<file path="src/hw/rtl/u2a_pkg.sv">
package u2a_pkg;

  // eleven digit slots cover octal of the largest 32-bit value
  localparam int unsigned NumDigits = 11;
  localparam int unsigned ValueWidth = 32;
  localparam int unsigned StepWidth = $clog2(ValueWidth);
  localparam int unsigned PosWidth = $clog2(NumDigits);

  localparam logic [6:0] AsciiZero = 7'd48;
  localparam logic [6:0] LowerOffset = 7'd87;
  localparam logic [6:0] UpperOffset = 7'd55;

  typedef logic [3:0] digit_t;
  typedef digit_t [NumDigits-1:0] digits_t;

  typedef enum logic [1:0] {
    OP_DEC    = 2'd0,
    OP_OCT    = 2'd1,
    OP_HEX_LO = 2'd2,
    OP_HEX_UP = 2'd3
  } op_t;

  typedef struct packed {
    logic [6:0] character;
    logic       last;
  } char_item_t;

  function automatic logic [6:0] ascii_of(input digit_t digit, input op_t op);
    logic [6:0] d;
    d = {3'b000, digit};
    if (digit <= 4'd9) begin
      return d + AsciiZero;
    end else if (op == OP_HEX_UP) begin
      return d + UpperOffset;
    end else begin
      return d + LowerOffset;
    end
  endfunction

endpackage

</file>
<file path="src/hw/rtl/u2a_dabble_step.sv">
// one shift-and-add-3 step of binary to bcd conversion
module u2a_dabble_step (
  input  u2a_pkg::digits_t                   digits,
  input  logic [u2a_pkg::ValueWidth-1:0]     bin,
  output u2a_pkg::digits_t                   digits_next,
  output logic [u2a_pkg::ValueWidth-1:0]     bin_next
);

  u2a_pkg::digits_t adj;
  logic [4*u2a_pkg::NumDigits-1:0] adj_bits;

  always_comb begin
    for (int i = 0; i < u2a_pkg::NumDigits; i++) begin
      adj[i] = (digits[i] >= 4'd5) ? digits[i] + 4'd3 : digits[i];
    end
    adj_bits    = adj;
    digits_next = {adj_bits[4*u2a_pkg::NumDigits-2:0], bin[u2a_pkg::ValueWidth-1]};
    bin_next    = {bin[u2a_pkg::ValueWidth-2:0], 1'b0};
  end

endmodule

</file>
<file path="src/hw/rtl/u2a_out_reg.sv">
// single output register holding one character item
module u2a_out_reg (
  input  logic                clk,
  input  logic                rst,
  input  logic                push,
  input  u2a_pkg::char_item_t push_item,
  output logic                ready,
  output logic                digit_valid,
  input  logic                digit_stall,
  output logic [6:0]          character,
  output logic                last
);

  u2a_pkg::char_item_t item;

  assign ready       = !digit_valid || !digit_stall;
  assign character   = item.character;
  assign last        = item.last;

  always_ff @(posedge clk) begin
    if (rst) begin
      digit_valid <= 1'b0;
    end else if (ready) begin
      digit_valid <= push;
    end
  end

  always_ff @(posedge clk) begin
    if (ready && push) begin
      item <= push_item;
    end
  end

endmodule

</file>
<file path="src/hw/rtl/unsigned_to_ascii_digits_core.sv">
// sequence: a decimal item goes through the conversion, the scan and then the output register;
// octal and hex items skip the conversion
// the next item is taken only once its last digit has been pushed and the sequencer is back
// in idle; sink stalls hold up the digits and so delay the next item
// reset: rst is synchronous active high, returns the sequencer to idle and empties
// the output register
module unsigned_to_ascii_digits_core (
  input  logic        clk,
  input  logic        rst,
  input  logic        num_valid,
  output logic        num_stall,
  input  logic [31:0] value,
  input  logic [1:0]  operation,
  output logic        digit_valid,
  input  logic        digit_stall,
  output logic [6:0]  character,
  output logic        last
);

  // sequencer states
  typedef enum logic [3:0] {
    ST_IDLE = 4'b0001,
    ST_CONV = 4'b0010,
    ST_SCAN = 4'b0100,
    ST_EMIT = 4'b1000
  } state_t;

  state_t state;

  // digit slots, most significant in the top slot
  u2a_pkg::digits_t                   digits;
  logic [u2a_pkg::ValueWidth-1:0]     bin;
  // conversion step count, one input bit per cycle
  logic [u2a_pkg::StepWidth-1:0]      step;
  // slot of the next digit to send
  logic [u2a_pkg::PosWidth-1:0]       pos;
  u2a_pkg::op_t                       op;

  u2a_pkg::digits_t                   dd_digits_next;
  logic [u2a_pkg::ValueWidth-1:0]     dd_bin_next;
  u2a_pkg::digits_t                   load_digits;
  logic [u2a_pkg::PosWidth-1:0]       msd;
  logic [4*u2a_pkg::NumDigits-1:0]    value_ext;

  logic                accept;
  logic                out_ready;
  logic                push;
  u2a_pkg::char_item_t push_item;

  assign num_stall = (state != ST_IDLE);
  assign accept    = num_valid && !num_stall;

  // shared shift-and-add-3 unit for decimal
  u2a_dabble_step u_step (
    .digits      (digits),
    .bin         (bin),
    .digits_next (dd_digits_next),
    .bin_next    (dd_bin_next)
  );

  // octal and hex digits are plain bit slices of the value
  always_comb begin
    value_ext = {{(4*u2a_pkg::NumDigits-u2a_pkg::ValueWidth){1'b0}}, value};
    for (int i = 0; i < u2a_pkg::NumDigits; i++) begin
      if (u2a_pkg::op_t'(operation) == u2a_pkg::OP_OCT) begin
        load_digits[i] = {1'b0, value_ext[3*i +: 3]};
      end else begin
        load_digits[i] = value_ext[4*i +: 4];
      end
    end
  end

  // highest nonzero slot; zero value leaves the bottom slot
  always_comb begin
    msd = '0;
    for (int i = 0; i < u2a_pkg::NumDigits; i++) begin
      if (digits[i] != 4'd0) begin
        msd = u2a_pkg::PosWidth'(i);
      end
    end
  end

  // next character for the output register
  assign push              = (state == ST_EMIT) && out_ready;
  assign push_item.character = u2a_pkg::ascii_of(digits[pos], op);
  assign push_item.last    = (pos == '0);

  always_ff @(posedge clk) begin
    if (rst) begin
      state <= ST_IDLE;
    end else begin
      case (state)
        ST_IDLE: begin
          if (accept) begin
            state <= (u2a_pkg::op_t'(operation) == u2a_pkg::OP_DEC) ? ST_CONV : ST_SCAN;
          end
        end
        ST_CONV: begin
          if (step == '1) begin
            state <= ST_SCAN;
          end
        end
        ST_SCAN: begin
          state <= ST_EMIT;
        end
        ST_EMIT: begin
          if (push && push_item.last) begin
            state <= ST_IDLE;
          end
        end
        default: begin
          state <= ST_IDLE;
        end
      endcase
    end
  end

  // datapath registers
  always_ff @(posedge clk) begin
    case (state)
      ST_IDLE: begin
        if (accept) begin
          op   <= u2a_pkg::op_t'(operation);
          bin  <= value;
          step <= '0;
          if (u2a_pkg::op_t'(operation) == u2a_pkg::OP_DEC) begin
            digits <= '0;
          end else begin
            digits <= load_digits;
          end
        end
      end
      ST_CONV: begin
        digits <= dd_digits_next;
        bin    <= dd_bin_next;
        step   <= step + 1'b1;
      end
      ST_SCAN: begin
        pos <= msd;
      end
      ST_EMIT: begin
        if (push && !push_item.last) begin
          pos <= pos - 1'b1;
        end
      end
      default: begin
      end
    endcase
  end

  u2a_out_reg u_out (
    .clk         (clk),
    .rst         (rst),
    .push        (push),
    .push_item   (push_item),
    .ready       (out_ready),
    .digit_valid (digit_valid),
    .digit_stall (digit_stall),
    .character   (character),
    .last        (last)
  );

endmodule

</file>
<file path="config.mk">
export PLATFORM = sky130hd
export DESIGN_NAME = unsigned_to_ascii_digits_core
export DESIGN_NICKNAME = d
export VERILOG_FILES = /design/src/hw/rtl/u2a_pkg.sv /design/src/hw/rtl/u2a_dabble_step.sv /design/src/hw/rtl/u2a_out_reg.sv /design/src/hw/rtl/unsigned_to_ascii_digits_core.sv
export SDC_FILE = /design/constraint.sdc
export NUM_CORES = 1
export LEC_CHECK = 0
export BUFFER_PORTS_ARGS = -buffer_cell sky130_fd_sc_hd__buf_4
export CORE_AREA = 2 2 112 114
export CTS_CLUSTER_SIZE = 8
export DETAILED_ROUTE_END_ITERATION = 10
export DIE_AREA = 0 0 114 116
export MAX_ROUTING_LAYER = met4
export PLACE_DENSITY = 0.71
export SYNTH_ARGS = -nofsm -noshare
export SYNTH_HDL_FRONTEND = slang
export SYNTH_SLANG_ARGS = --single-unit
</file>
<file path="constraint.sdc">
create_clock -name clk -period 3.3 [get_ports clk]
set_clock_uncertainty 0.15 [all_clocks]
set_input_delay 0.165 -clock clk [delete_from_list [all_inputs] [get_ports clk]]
set_output_delay 0.165 -clock clk [all_outputs]
set_load 0.03 [all_outputs]
</file>
Word level (Yosys, flattened, before mapping)
Cells that the tools add are included.
Storage, ports and cells
  register bits after elaboration: 100
  bits in read-only memories: 0
  input bits: 38
  memories: 0
  logic and storage cells: 138
  output and inout port bits: 10
  bits in latches: 0
  memory bits (writable): 0
Operators by class
  add/sub/neg operators: 16
  shift operators: 0
  multipliers: 0
  equal/unequal tests: 12
  reductions and logical operators: 28
  mux-type cells: 50
  div/mod/pow operators: 0
  bitwise logic cells: 0
  magnitude comparators: 13
Operator list (number)
  $mux 4: 32
  $mux 44: 2
  $pmux 44 s2: 1
  $pmux 32 s2: 1
  $ge 4x3->1 const B: 11
  $add 4x2->4 const B: 10
  $reduce_bool 4->1: 10
  $mux 32: 1
  $bmux 4 s4: 1
  $pmux 4 s4: 1
  $add 4x6->7 const B: 2
  $mux 7: 2
  $mux 3: 4
  $pmux 5 s2: 1
  $pmux 4 s2: 1
  $add 4x7->7 const B: 1
  $reduce_and 2->1: 3
  $add 5x1->5 const B: 1
  $eq 5x5->1 const B: 1
  $logic_and 1x1->1: 5
  $lt 4x5->1 const B: 1
  $mux 5: 1
  $eq 4x1->1 const B: 1
  $eq 4x2->1 const B: 1
  18 further kinds: 24

Logic depth before layout (Yosys ltp)
Gate-level depths: netlist of the first run.
  depth in word-level cells: 12
  mapped depth: 11

By module
Synthesis of the first run repeated with hierarchy kept, for this count alone.
Unflattened totals
  cell total of the unflattened synthesis: 695
  area total of the unflattened synthesis: 6431.2 um2
Modules (own cells, without submodules)
  unsigned_to_ascii_digits_core: sequential area each 2692.6 um2, area an instance 4805.9 um2, instances 1, cells each 476
  u2a_dabble_step: sequential area each 0.0 um2, area an instance 1346.3 um2, instances 1, cells each 206
  u2a_out_reg: sequential area each 260.2 um2, area an instance 279.0 um2, instances 1, cells each 13

Worst setup path before layout of the first run
No wires, ideal clock.
  kind: reg-to-reg
  start point: register state[2]
  end point: register bin[0] (netlist bit), enable pin
  slack: -0.234 ns
  period minus slack after synthesis: 3.534 ns
  cell stages (with the launch flop): 6
  library setup time: 0.802 ns
  data arrival time: 2.582 ns
  buffers on the path: 2
  path through: dfxtp_1 -> nor2_1 -> nand3b_1 -> clkbuf_1 -> clkbuf_1 -> nand2_1
Between the ends
  longest elaborated chain between the ends: 5
  elaborated cells between the ends (all ways): 8
  classes of those cells: eq/ne (4); reduce/logical (4)
RTL lines
  start: declaration: RTL line unsigned_to_ascii_digits_core.sv:28  | state_t state;
  start signal: assignment: RTL line unsigned_to_ascii_digits_core.sv:95  | state <= (u2a_pkg::op_t'(operation) == u2a_pkg::OP_DEC) ? ST_CONV : ST_SCAN;
  $ne 4x1->1: RTL line unsigned_to_ascii_digits_core.sv:50  | assign num_stall = (state != ST_IDLE);
  $logic_not 1->1: RTL line unsigned_to_ascii_digits_core.sv:51  | assign accept = num_valid && !num_stall;
  $logic_and 1x1->1: RTL line unsigned_to_ascii_digits_core.sv:51
  $ne 2x2->1 (no line)
  $reduce_and 2->1 (no line) *
  end signal: assignment: RTL line unsigned_to_ascii_digits_core.sv:124  | bin <= value;
  end signal: assignment: RTL line unsigned_to_ascii_digits_core.sv:135  | bin <= dd_bin_next;
  end: declaration: RTL line unsigned_to_ascii_digits_core.sv:32  | logic [u2a_pkg::ValueWidth-1:0] bin;
Every way passes the cells marked *; elsewhere a longest branch is shown, timed or not.
A chain may end at the register's enable or synchronous reset.

==> impl_metrics.yaml, run 1 <==
critical_path:
  crit_slowest_cell: "edfxtp_1"
  crit_path_max_fanout: 19
  cp.arrival_ns: 2.69
  slowest_delay_ns: 0.36
  required_ns: 3.23
  cp-start-kind: "flip-flop"
  rrSetupSlack_ns: 0.54
  critPathKind: "reg -> reg"
  path_cells: "buf_4, mux4_2, nand2b_4, a31oi_4, inv_1, ha_1, nor2_1, o21ai_0, a22oi_2, mux2i_1"
  end_kind: "flip-flop"
routing:
  post_drt_via_cell_ratio: 5.74
  dr_total_vias: 4754
  wirelength_um: 13700
  dr.pass1.iters: 5
  antenna_left: 0
  first_iter_violations: 388
  drt-wirelength-per-cell_um: 16.6
  route.detailed.drc: 0
final_layout:
  nNetsFinal: 741
  areaGrowthSynthToFinish_pct: 19.3
  layout-drive-gt1-share_pct: 13.5
  fin_util_pct: 60.3
  n_antenna_cell: 0
  final_cells: 828
  fillers: 976
synthesis:
  synthAdderAreaFrac_pct: 5.61
  synth_top_area_cell: "edfxtp_1"
  synth-xor-area-share_pct: 3.93
  yosysSeqAreaShare_pct: 49.1
  avgSynthCellArea_sq_um: 10.0
  synth-warning-count: 0
  synth_cell_types: 54
  dominantRegCellSynth: "edfxtp_1"
  netlist_top_cells_area: "edfxtp_1, nand2_1, ha_1"
  synth_compound_gate_area_share_pct: 13.7
  yosys.area_share.simple_pct: 18.5
  synth_edf_count: 95
  ys_seq_elements: 100
  netlist.area_leader.share_pct: 47.4
  syn_nets: 666
  synthCells: 601
  synth-async-reset-ratio_pct: 0
  synthMuxAreaShare_pct: 4.91
  synth_top_family_by_area: "simple AND/OR/NAND/NOR gates"
  syn-cell-area_sq_um: 6020
clocking:
  clock_sinks: 100
  path_clk_slew_ns: 0.07
  clk_latency_ns: 0.35
  root_buffer: "clkbuf_16"
  cts_resized: 0
  clock_path_buffers: 2
  cts_made_buffers: 9
  cts_tree: "built"
  htreeDepth: 3
sta:
  final-max-slew-violation-count: 0
  period_needed_ns: 2.76
  fin_crit_sh_pct: 83.7
  max_slew_margin_pct: 51.5
  tns_ns: 0
  setup_viol: 0
  rsz0062_at_grt: "false"
  tightestPinTransition_ns: 0.722
  hold_viol_final: 0
  fmax_mhz: 362
global_routing:
  busiest_layer: "met2"
  antenna_found_initial: 0
  grt_max_degree: 89
  track_usage_pct: 22.0
  grt_pass1_wl_um: 22400
  met2_usage_pct: 35.2
  grt_pass1_vias: 4612
  grt-ovfl-total: 0
  use_met3_pct: 3.29
  gr-usage-met1_pct: 28.5
power_and_ir_drop:
  p_sw_share_pct: 30.2
  power_frac_clock_pct: 27.6
  ir_drop_v: 0.000316
  power_frac_seq_pct: 47.9
  p_leak_uw: 0.00282
  p_per_area_nw_per_um2: 527
  p_sw_uw: 1140
  comb_power_share_pct: 24.5
  p_total_uw: 3780
  intPower_uw: 2640
floorplan:
  start_util_pct: 50.5
  dieArea_sq_um: 13200
  coreArea_sq_um: 11900
  die_w_um: 114
  die_height_um: 116
  row_count: 40
  ios: 48
status:
  status: "complete, no violations"
place:
  dpl.hpwl_um: 9520
  port_buffers: 47
  globalplace.congestion: 0.921
  dp.cells: 776
job:
  max_cap_violations: 0
hold_path:
  hold_path_class: "in -> reg"
## repair_timing
item / 4_1_cts / 5_1_grt
endpoints found under the setup margin: 0 / 0
hold buffers: 36 / 0
endpoints found under the hold margin: 42 / 0
buffers inserted: 0 / 0
## placed cells by master (no fill, tap or decap), types with 8 or more instances in the layout
cell	Yosys	layout
xor2_1	13	13
nand3_1	25	25
inv_1	31	31
a221oi_1	14	14
buf_4	2	53
ha_1	27	27
clkbuf_16	0	9
nor2_1	43	43
nor3b_1	14	14
edfxtp_1	95	95
a21oi_1	46	46
xnor2_1	14	14
o21ai_0	40	40
a22oi_1	8	8
nand2b_1	12	12
nand2_1	113	112
dlygate4sd3_1	0	36
mux2i_1	12	12
## critical path, delay by kind of cell, from the launching register on
family	cells	cell delay [ns]
AOI/OAI and AO/OA	3	0.62
adders and majority gates	1	0.19
buffers and inverters	2	0.35
DFF	1	0.36
muxes	2	0.46
and+or+nand+nor	2	0.36
## power by group through the flow
stage	logic, uW	clock network, uW	registers, uW
floorplan	641	0	1790
global placement	852	0	1830
detailed placement	889	0	1840
CTS	929	1050	1810
global route	1040	1090	1840
finish	928	1040	1810
## metrics by stage
step / setup slack [ns] / cell area (sq um) / hold WS (ns)
6_report: 0.539 / 7180 / 0.119
5_1_grt: 0.360 / 7180 / 0.126
4_1_cts: 0.554 / 7180 / 0.109
3_5_place_dp: 0.574 / 6530 / 0.220
3_3_place_gp: 0.701 / 6530 / 0.218
2_1_floorplan: 0.570 / 6020 / 0.0841
## synthesized netlist by cell type (3+ instances only)
master,n
a22oi_1,8
nand2b_1,12
buf_6,3
a221oi_1,14
xnor2_1,14
and2_1,3
inv_1,31
nor3b_1,14
xor2_1,13
a21oi_1,46
nor2_1,43
nor2b_1,5
clkbuf_1,17
nor3_1,4
ha_1,27
nand3_1,25
or3_1,7
o21ai_0,40
mux2i_1,12
nand2_1,113
o31ai_1,3
mux4_2,6
dfxtp_1,5
buf_2,5
edfxtp_1,95
## registers in the layout, indices dropped and copies added (netlist names)
signal	flops
u_out.last	1
op	2
step	5
pos	4
u_out.digit_valid	1
state	4
digits	44
bin	32
u_out.character	7
## cell type report
| type | count | area (sq um) | area share (%) |
|---|---|---|---|
| repair buffers | 92 | 818 | 11.4 |
| clock buffers | 12 | 236 | 3.29 |
| inverters | 31 | 116 | 1.62 |
| well taps | 147 | 184 | 2.56 |
| flip-flops and latches | 100 | 2950 | 41.1 |
| clock inverters | 4 | 48.8 | 0.680 |
| multi-input cells | 442 | 2820 | 39.3 |
## final timing paths
check                                  start                  to  depth (start not counted)
worst max-delay path                  pos[1]  u_out.character[1]                         10
worst min-delay path            operation[1]               op[1]                          1
worst max register to register        pos[1]  u_out.character[1]                         10
worst min register to register       bin[27]             bin[28]                          2
## per-layer routing
metal,part of all wire (%),wire length [um]
met1,46,6260
met2,47,6500
met3,4.3,588
met4,2.6,358
met5,0,0
## logic make-up after synthesis
group                      after synthesis
and+or+nand+nor                        237
AOI/OAI and AO/OA                      130
DFF                                    100
buffers and inverters                   59
xor gates and xnor gates                27
adders and majority gates               27
muxes                                   21
Note: power is estimated with default switching activity, not from simulation.
==> run 2: changes to the inputs <==
Settings changed: PLACE_DENSITY 0.71 to 0.69.
Clock period 3.3 ns to 2.56 ns, I/O delays scaled along.
==> run 2 against run 1 <==
  * Total power increased by 34%
  * Die area stayed put
  * Non-clock buffer count grew 19
  * Worst setup slack lost 0.52 ns
  * Combinational power up 37%
  * Maximum frequency increased by 8.8%
  * Sequential share of layout area fell by 1.3 points
  * First-iteration DRC count shrank 5.4%
  * Hold slack worse by 0.044 ns
  * Largest power group unchanged
==> impl_metrics.yaml, run 2 (synthesis gave the netlist of run 1 again) <==
floorplan:
  ios: 48
  coreArea_sq_um: 11900
  row_count: 40
  dieArea_sq_um: 13200
  die_w_um: 114
  die_height_um: 116
  start_util_pct: 50.5
power_and_ir_drop:
  p_per_area_nw_per_um2: 683
  p_leak_uw: 0.00293
  ir_drop_v: 0.000439
  p_total_uw: 5070
clocking:
  clock_path_buffers: 2
  htreeDepth: 3
  clk_latency_ns: 0.35
  cts_tree: "built"
  cts_made_buffers: 9
  root_buffer: "clkbuf_16"
  clock_sinks: 100
  path_clk_slew_ns: 0.07
critical_path:
  critPathKind: "reg -> reg"
  rrSetupSlack_ns: 0.02
  end_kind: "flip-flop"
  required_ns: 2.49
  worstReg2RegEnd: "u_out.character[1]"
  crit_path_max_fanout: 15
  slowest_delay_ns: 0.44
  r2r-start: "pos[1]"
  path_cells: "buf_12, mux2_4, a32o_2, a31oi_4, ha_4, nor2_4, o21ai_2, a22oi_2, mux2i_1"
  cp.arrival_ns: 2.47
  crit_slowest_cell: "edfxtp_1"
  cp-start-kind: "flip-flop"
  r2r.worst_path.cells: 9
routing:
  dr_total_vias: 4799
  drt-wirelength-per-cell_um: 17.0
  first_iter_violations: 367
  route.detailed.drc: 0
  wirelength_um: 14400
  antenna_left: 0
  post_drt_via_cell_ratio: 5.67
  dr.pass1.iters: 5
sta:
  setup_viol: 0
  rsz0062_at_grt: "true"
  max_slew_margin_pct: 51.0
  final-max-slew-violation-count: 0
  hold_viol_final: 0
  fmax_mhz: 394
  tightestPinTransition_ns: 0.729
  fin_crit_sh_pct: 99.1
  period_needed_ns: 2.54
  tns_ns: 0
global_routing:
  grt-ovfl-total: 0
  grt_pass1_wl_um: 23500
  track_usage_pct: 23.4
  grt_pass1_vias: 4742
  antenna_found_initial: 0
  grt_max_degree: 67
place:
  dp.cells: 789
  port_buffers: 47
  dpl.hpwl_um: 9890
  globalplace.congestion: 0.884
  post_dp_cell_area_sq_um: 6660
status:
  status: "complete, no violations"
final_layout:
  final_cells: 847
  final_cell_mix: "nand2_1, edfxtp_1, buf_4, a21oi_1, nor2_1"
  finish.instance_area_sq_um: 7420
  nNetsFinal: 760
  final_common_cell: "nand2_1"
  fin_util_pct: 62.3
  n_antenna_cell: 0
  areaGrowthSynthToFinish_pct: 23.3
  largest_reg_flops: 44
  layout-drive-gt1-share_pct: 17.0
  top_register: "digits"
hold_path:
  min_path_cells: 1
  min_from: "operation[1]"
  holdPathEnd: "op[1]"
  hold_path_class: "in -> reg"
job:
  max_cap_violations: 0
run 2: what timing repair did:
action / CTS / global route
setup buffers: 0 / 6
endpoints found under the hold margin: 53 / 0
hold buffers: 36 / 0
pin swaps: 2 / 2
resized for setup: 4 / 8
setup endpoints to repair: 4 / 4
cloned: 0 / 0
run 2: critical path, delay by kind of cell (launching register included):
kind,cells,cell delay [ns]
multiplexers,2,0.43
AND/OR/NAND/NOR,1,0.05
adder cells (fa/ha/maj),1,0.21
AO/OA/AOI/OAI,4,0.79
buffers and inverters,1,0.18
flip-flops,1,0.44
run 2: power by group:
group / switching, uW / leakage [uW] / total [uW] / internal (uW)
Combinational: 701 / 0.00184 / 1270 / 568
Sequential: 213 / 0.000945 / 2340 / 2120
Clock: 611 / 0.000147 / 1470 / 854
Total: 1530 / 0.00293 / 5070 / 3540
run 2: worst max path at each step:
stage	slack, ns	end	cells after the start	from
detailed placement	-0.06	u_out.character[1]	10	pos[2]
CTS	0.01	u_out.character[1]	9	pos[2]
finish	0.02	u_out.character[1]	9	pos[1]
global route	-0.1	u_out.character[1]	9	pos[2]
global placement	0.05	u_out.character[1]	9	pos[2]
floorplan	0.11	u_out.character[1]	9	pos[2]
run 2: layout make-up:
type | instances | area (sq um)
timing repair buffer | 111 | 986
sequential | 100 | 2950
fill | 976 | 4490
clock buffer | 11 | 233
tap | 147 | 184
inverter | 31 | 116
multi-input combinational | 442 | 2870
clock inverter | 5 | 76.3
run 2: through the flow:
step	setup WS (ns)	hold slack (ns)
2_1_floorplan	0.109	0.0471
3_3_place_gp	0.0506	0.179
3_5_place_dp	-0.0616	0.179
4_1_cts	0.0137	0.0664
5_1_grt	-0.0988	0.0843
6_report	0.0227	0.0753
run 2: per-layer routing:
layer / up-vias / wire length (um) / GRT usage, %
li1: 2340 / - / -
met5: - / 0 / -
met2: 115 / 6990 / 37.7
met1: 2323 / 6560 / 30.6
met3: 21 / 544 / 3.92
met4: 0 / 270 / 7.15
==> run 3: changes to the inputs <==
Settings changed: RECOVER_POWER from default to 50.
==> run 3 against run 2 <==
  * The run now ends with max-capacitance violations left
  * Non-clock buffer count unchanged
  * Cell count unchanged
  * Sequential share of layout area up 0.44 points
  * Flip-flop and latch count unchanged
  * First-iteration DRC count down 3.0%
  * Maximum frequency about the same
  * Combinational power about the same
  * Core utilization down 0.68 points
  * Worst setup slack better by 0.00067 ns
  * Highest routed layer unchanged
==> impl_metrics.yaml, run 3 (synthesis gave the netlist of run 1 again) <==
final_layout:
  final_common_cell: "nand2_1"
  n_antenna_cell: 0
  areaGrowthSynthToFinish_pct: 22.0
  top_register: "digits"
  multiInputGateArea_sq_um: 2860
  seq_area_sq_um: 2950
  largest_reg_flops: 44
  fillers: 992
  nNetsFinal: 760
  final_cell_mix: "nand2_1, edfxtp_1, buf_4, a21oi_1, nor2_1"
  layout-drive-gt1-share_pct: 14.9
routing:
  post_drt_via_cell_ratio: 5.71
  antenna_left: 0
  wirelength_um: 14400
  dr.pass1.iters: 5
  first_iter_violations: 356
  drt-wirelength-per-cell_um: 17.0
  dr_total_vias: 4836
  route.detailed.drc: 0
sta:
  fmax_mhz: 394
  fin_crit_sh_pct: 99.1
  max_slew_margin_pct: 0.225
  rsz0062_at_grt: "true"
  hold_viol_final: 0
  tns_ns: 0
  final-max-slew-violation-count: 0
  period_needed_ns: 2.54
  tightestPinTransition_ns: 1.50
  setup_viol: 0
floorplan:
  die_height_um: 116
  start_util_pct: 50.5
  ios: 48
  dieArea_sq_um: 13200
  die_w_um: 114
  coreArea_sq_um: 11900
  row_count: 40
place:
  dpl.hpwl_um: 9890
  port_buffers: 47
  globalplace.congestion: 0.884
clocking:
  clock_path_buffers: 2
  cts_made_buffers: 9
  htreeDepth: 3
  clk_latency_ns: 0.35
  root_buffer: "clkbuf_16"
  clock_sinks: 100
  path_clk_slew_ns: 0.07
  cts_tree: "built"
critical_path:
  end_kind: "flip-flop"
  required_ns: 2.51
  cp-start-kind: "flip-flop"
  path_cells: "mux4_2, nand2b_4, a31oi_4, inv_2, ha_4, nor2_4, buf_4, nand3_1, o22ai_1, o21ai_1"
  critPathKind: "reg -> reg"
  r2r-start: "pos[2]"
  r2r.worst_path.cells: 10
  slowest_delay_ns: 0.51
  crit_family: "multiplexers"
  crit_buf_inv: 2
  cp.depth: 10
  crit_path_max_fanout: 3
  crit_slowest_cell: "mux4_2"
  startpoint: "pos[2]"
  cp.arrival_ns: 2.49
power_and_ir_drop:
  p_sw_uw: 1520
  p_per_area_nw_per_um2: 689
  ir_drop_v: 0.000439
  comb_power_share_pct: 24.8
  p_leak_uw: 0.00287
  power_frac_seq_pct: 46.2
  power_frac_clock_pct: 29.0
  intPower_uw: 3530
  p_sw_share_pct: 30.1
  p_total_uw: 5060
hold_path:
  min_path_cells: 4
  min_from: "digit_stall"
  hold_path_class: "in -> reg"
status:
  status: "complete, but fails checks"
  violations: "max-capacitance violations"
global_routing:
  track_usage_pct: 23.4
  antenna_found_initial: 0
  grt_pass1_wl_um: 23500
  grt-ovfl-total: 0
  grt_max_degree: 67
  grt_pass1_vias: 4742
job:
  max_cap_violations: 1
run 3: cell types whose count changed in the layout (fill, tap and decap cells not counted), sizes merged:
cell    before  now
clkbuf      11   28
buf         75   58
run 3: worst paths after layout:
kind	slack (ns)	end
max reg2reg	0.02	u_out.character[5]
min reg2reg	0.36	bin[28]
min	0.13	state[0]
max	0.02	u_out.character[5]
run 3: worst min-delay path: stages:
cell and delay [ns]:
buf_4 0.11, nand2_1 0.10, a21oi_1 0.11, o21ai_0 0.15
run 3: stage by stage:
step / area, sq um / util [%] / hold slack [ns] / worst slack [ns] / instances
6_report: 7340 / 61.6 / 0.134 / 0.0233 / 847
4_1_cts: 7330 / 61.6 / 0.0664 / 0.0137 / 841
3_3_place_gp: 6660 / 55.9 / 0.179 / 0.0506 / 789
3_5_place_dp: 6660 / 55.9 / 0.179 / -0.0616 / 789
5_1_grt: 7340 / 61.6 / 0.203 / -0.0988 / 847
2_1_floorplan: 6020 / - / 0.0471 / 0.109 / 601
run 3: routing by layer:
metal,track usage (%),part of all wire (%),up-vias
met4,7.15,1.9,0
met5,-,0,-
met1,30.6,45,2346
met3,3.92,4.1,21
met2,37.7,49,125
li1,-,-,2344
run 3: cell type report:
class / instances / area share (%)
Timing Repair Buffer: 111 / 12.5
Tap cell: 147 / 2.51
Multi-Input combinational cell: 442 / 39.0
Sequential cell: 100 / 40.2
Inverter: 31 / 1.59
Clock inverter: 5 / 1.04
Clock buffer: 11 / 3.17
run 3: power groups by stage:
stage / registers (uW) / clock network (uW) / logic, uW
finish: 2330 / 1470 / 1260
floorplan: 2300 / 0 / 830
CTS: 2330 / 1480 / 1240
global route: 2370 / 1520 / 1400
global placement: 2350 / 0 / 1140
detailed placement: 2370 / 0 / 1190
run 3: timing repair:
action	CTS	global route
gates resized for setup	4	8
hold buffers	36	0
buffers inserted	0	6
endpoints found under the hold margin	53	0
setup endpoints to repair	4	4
pin swaps	2	2
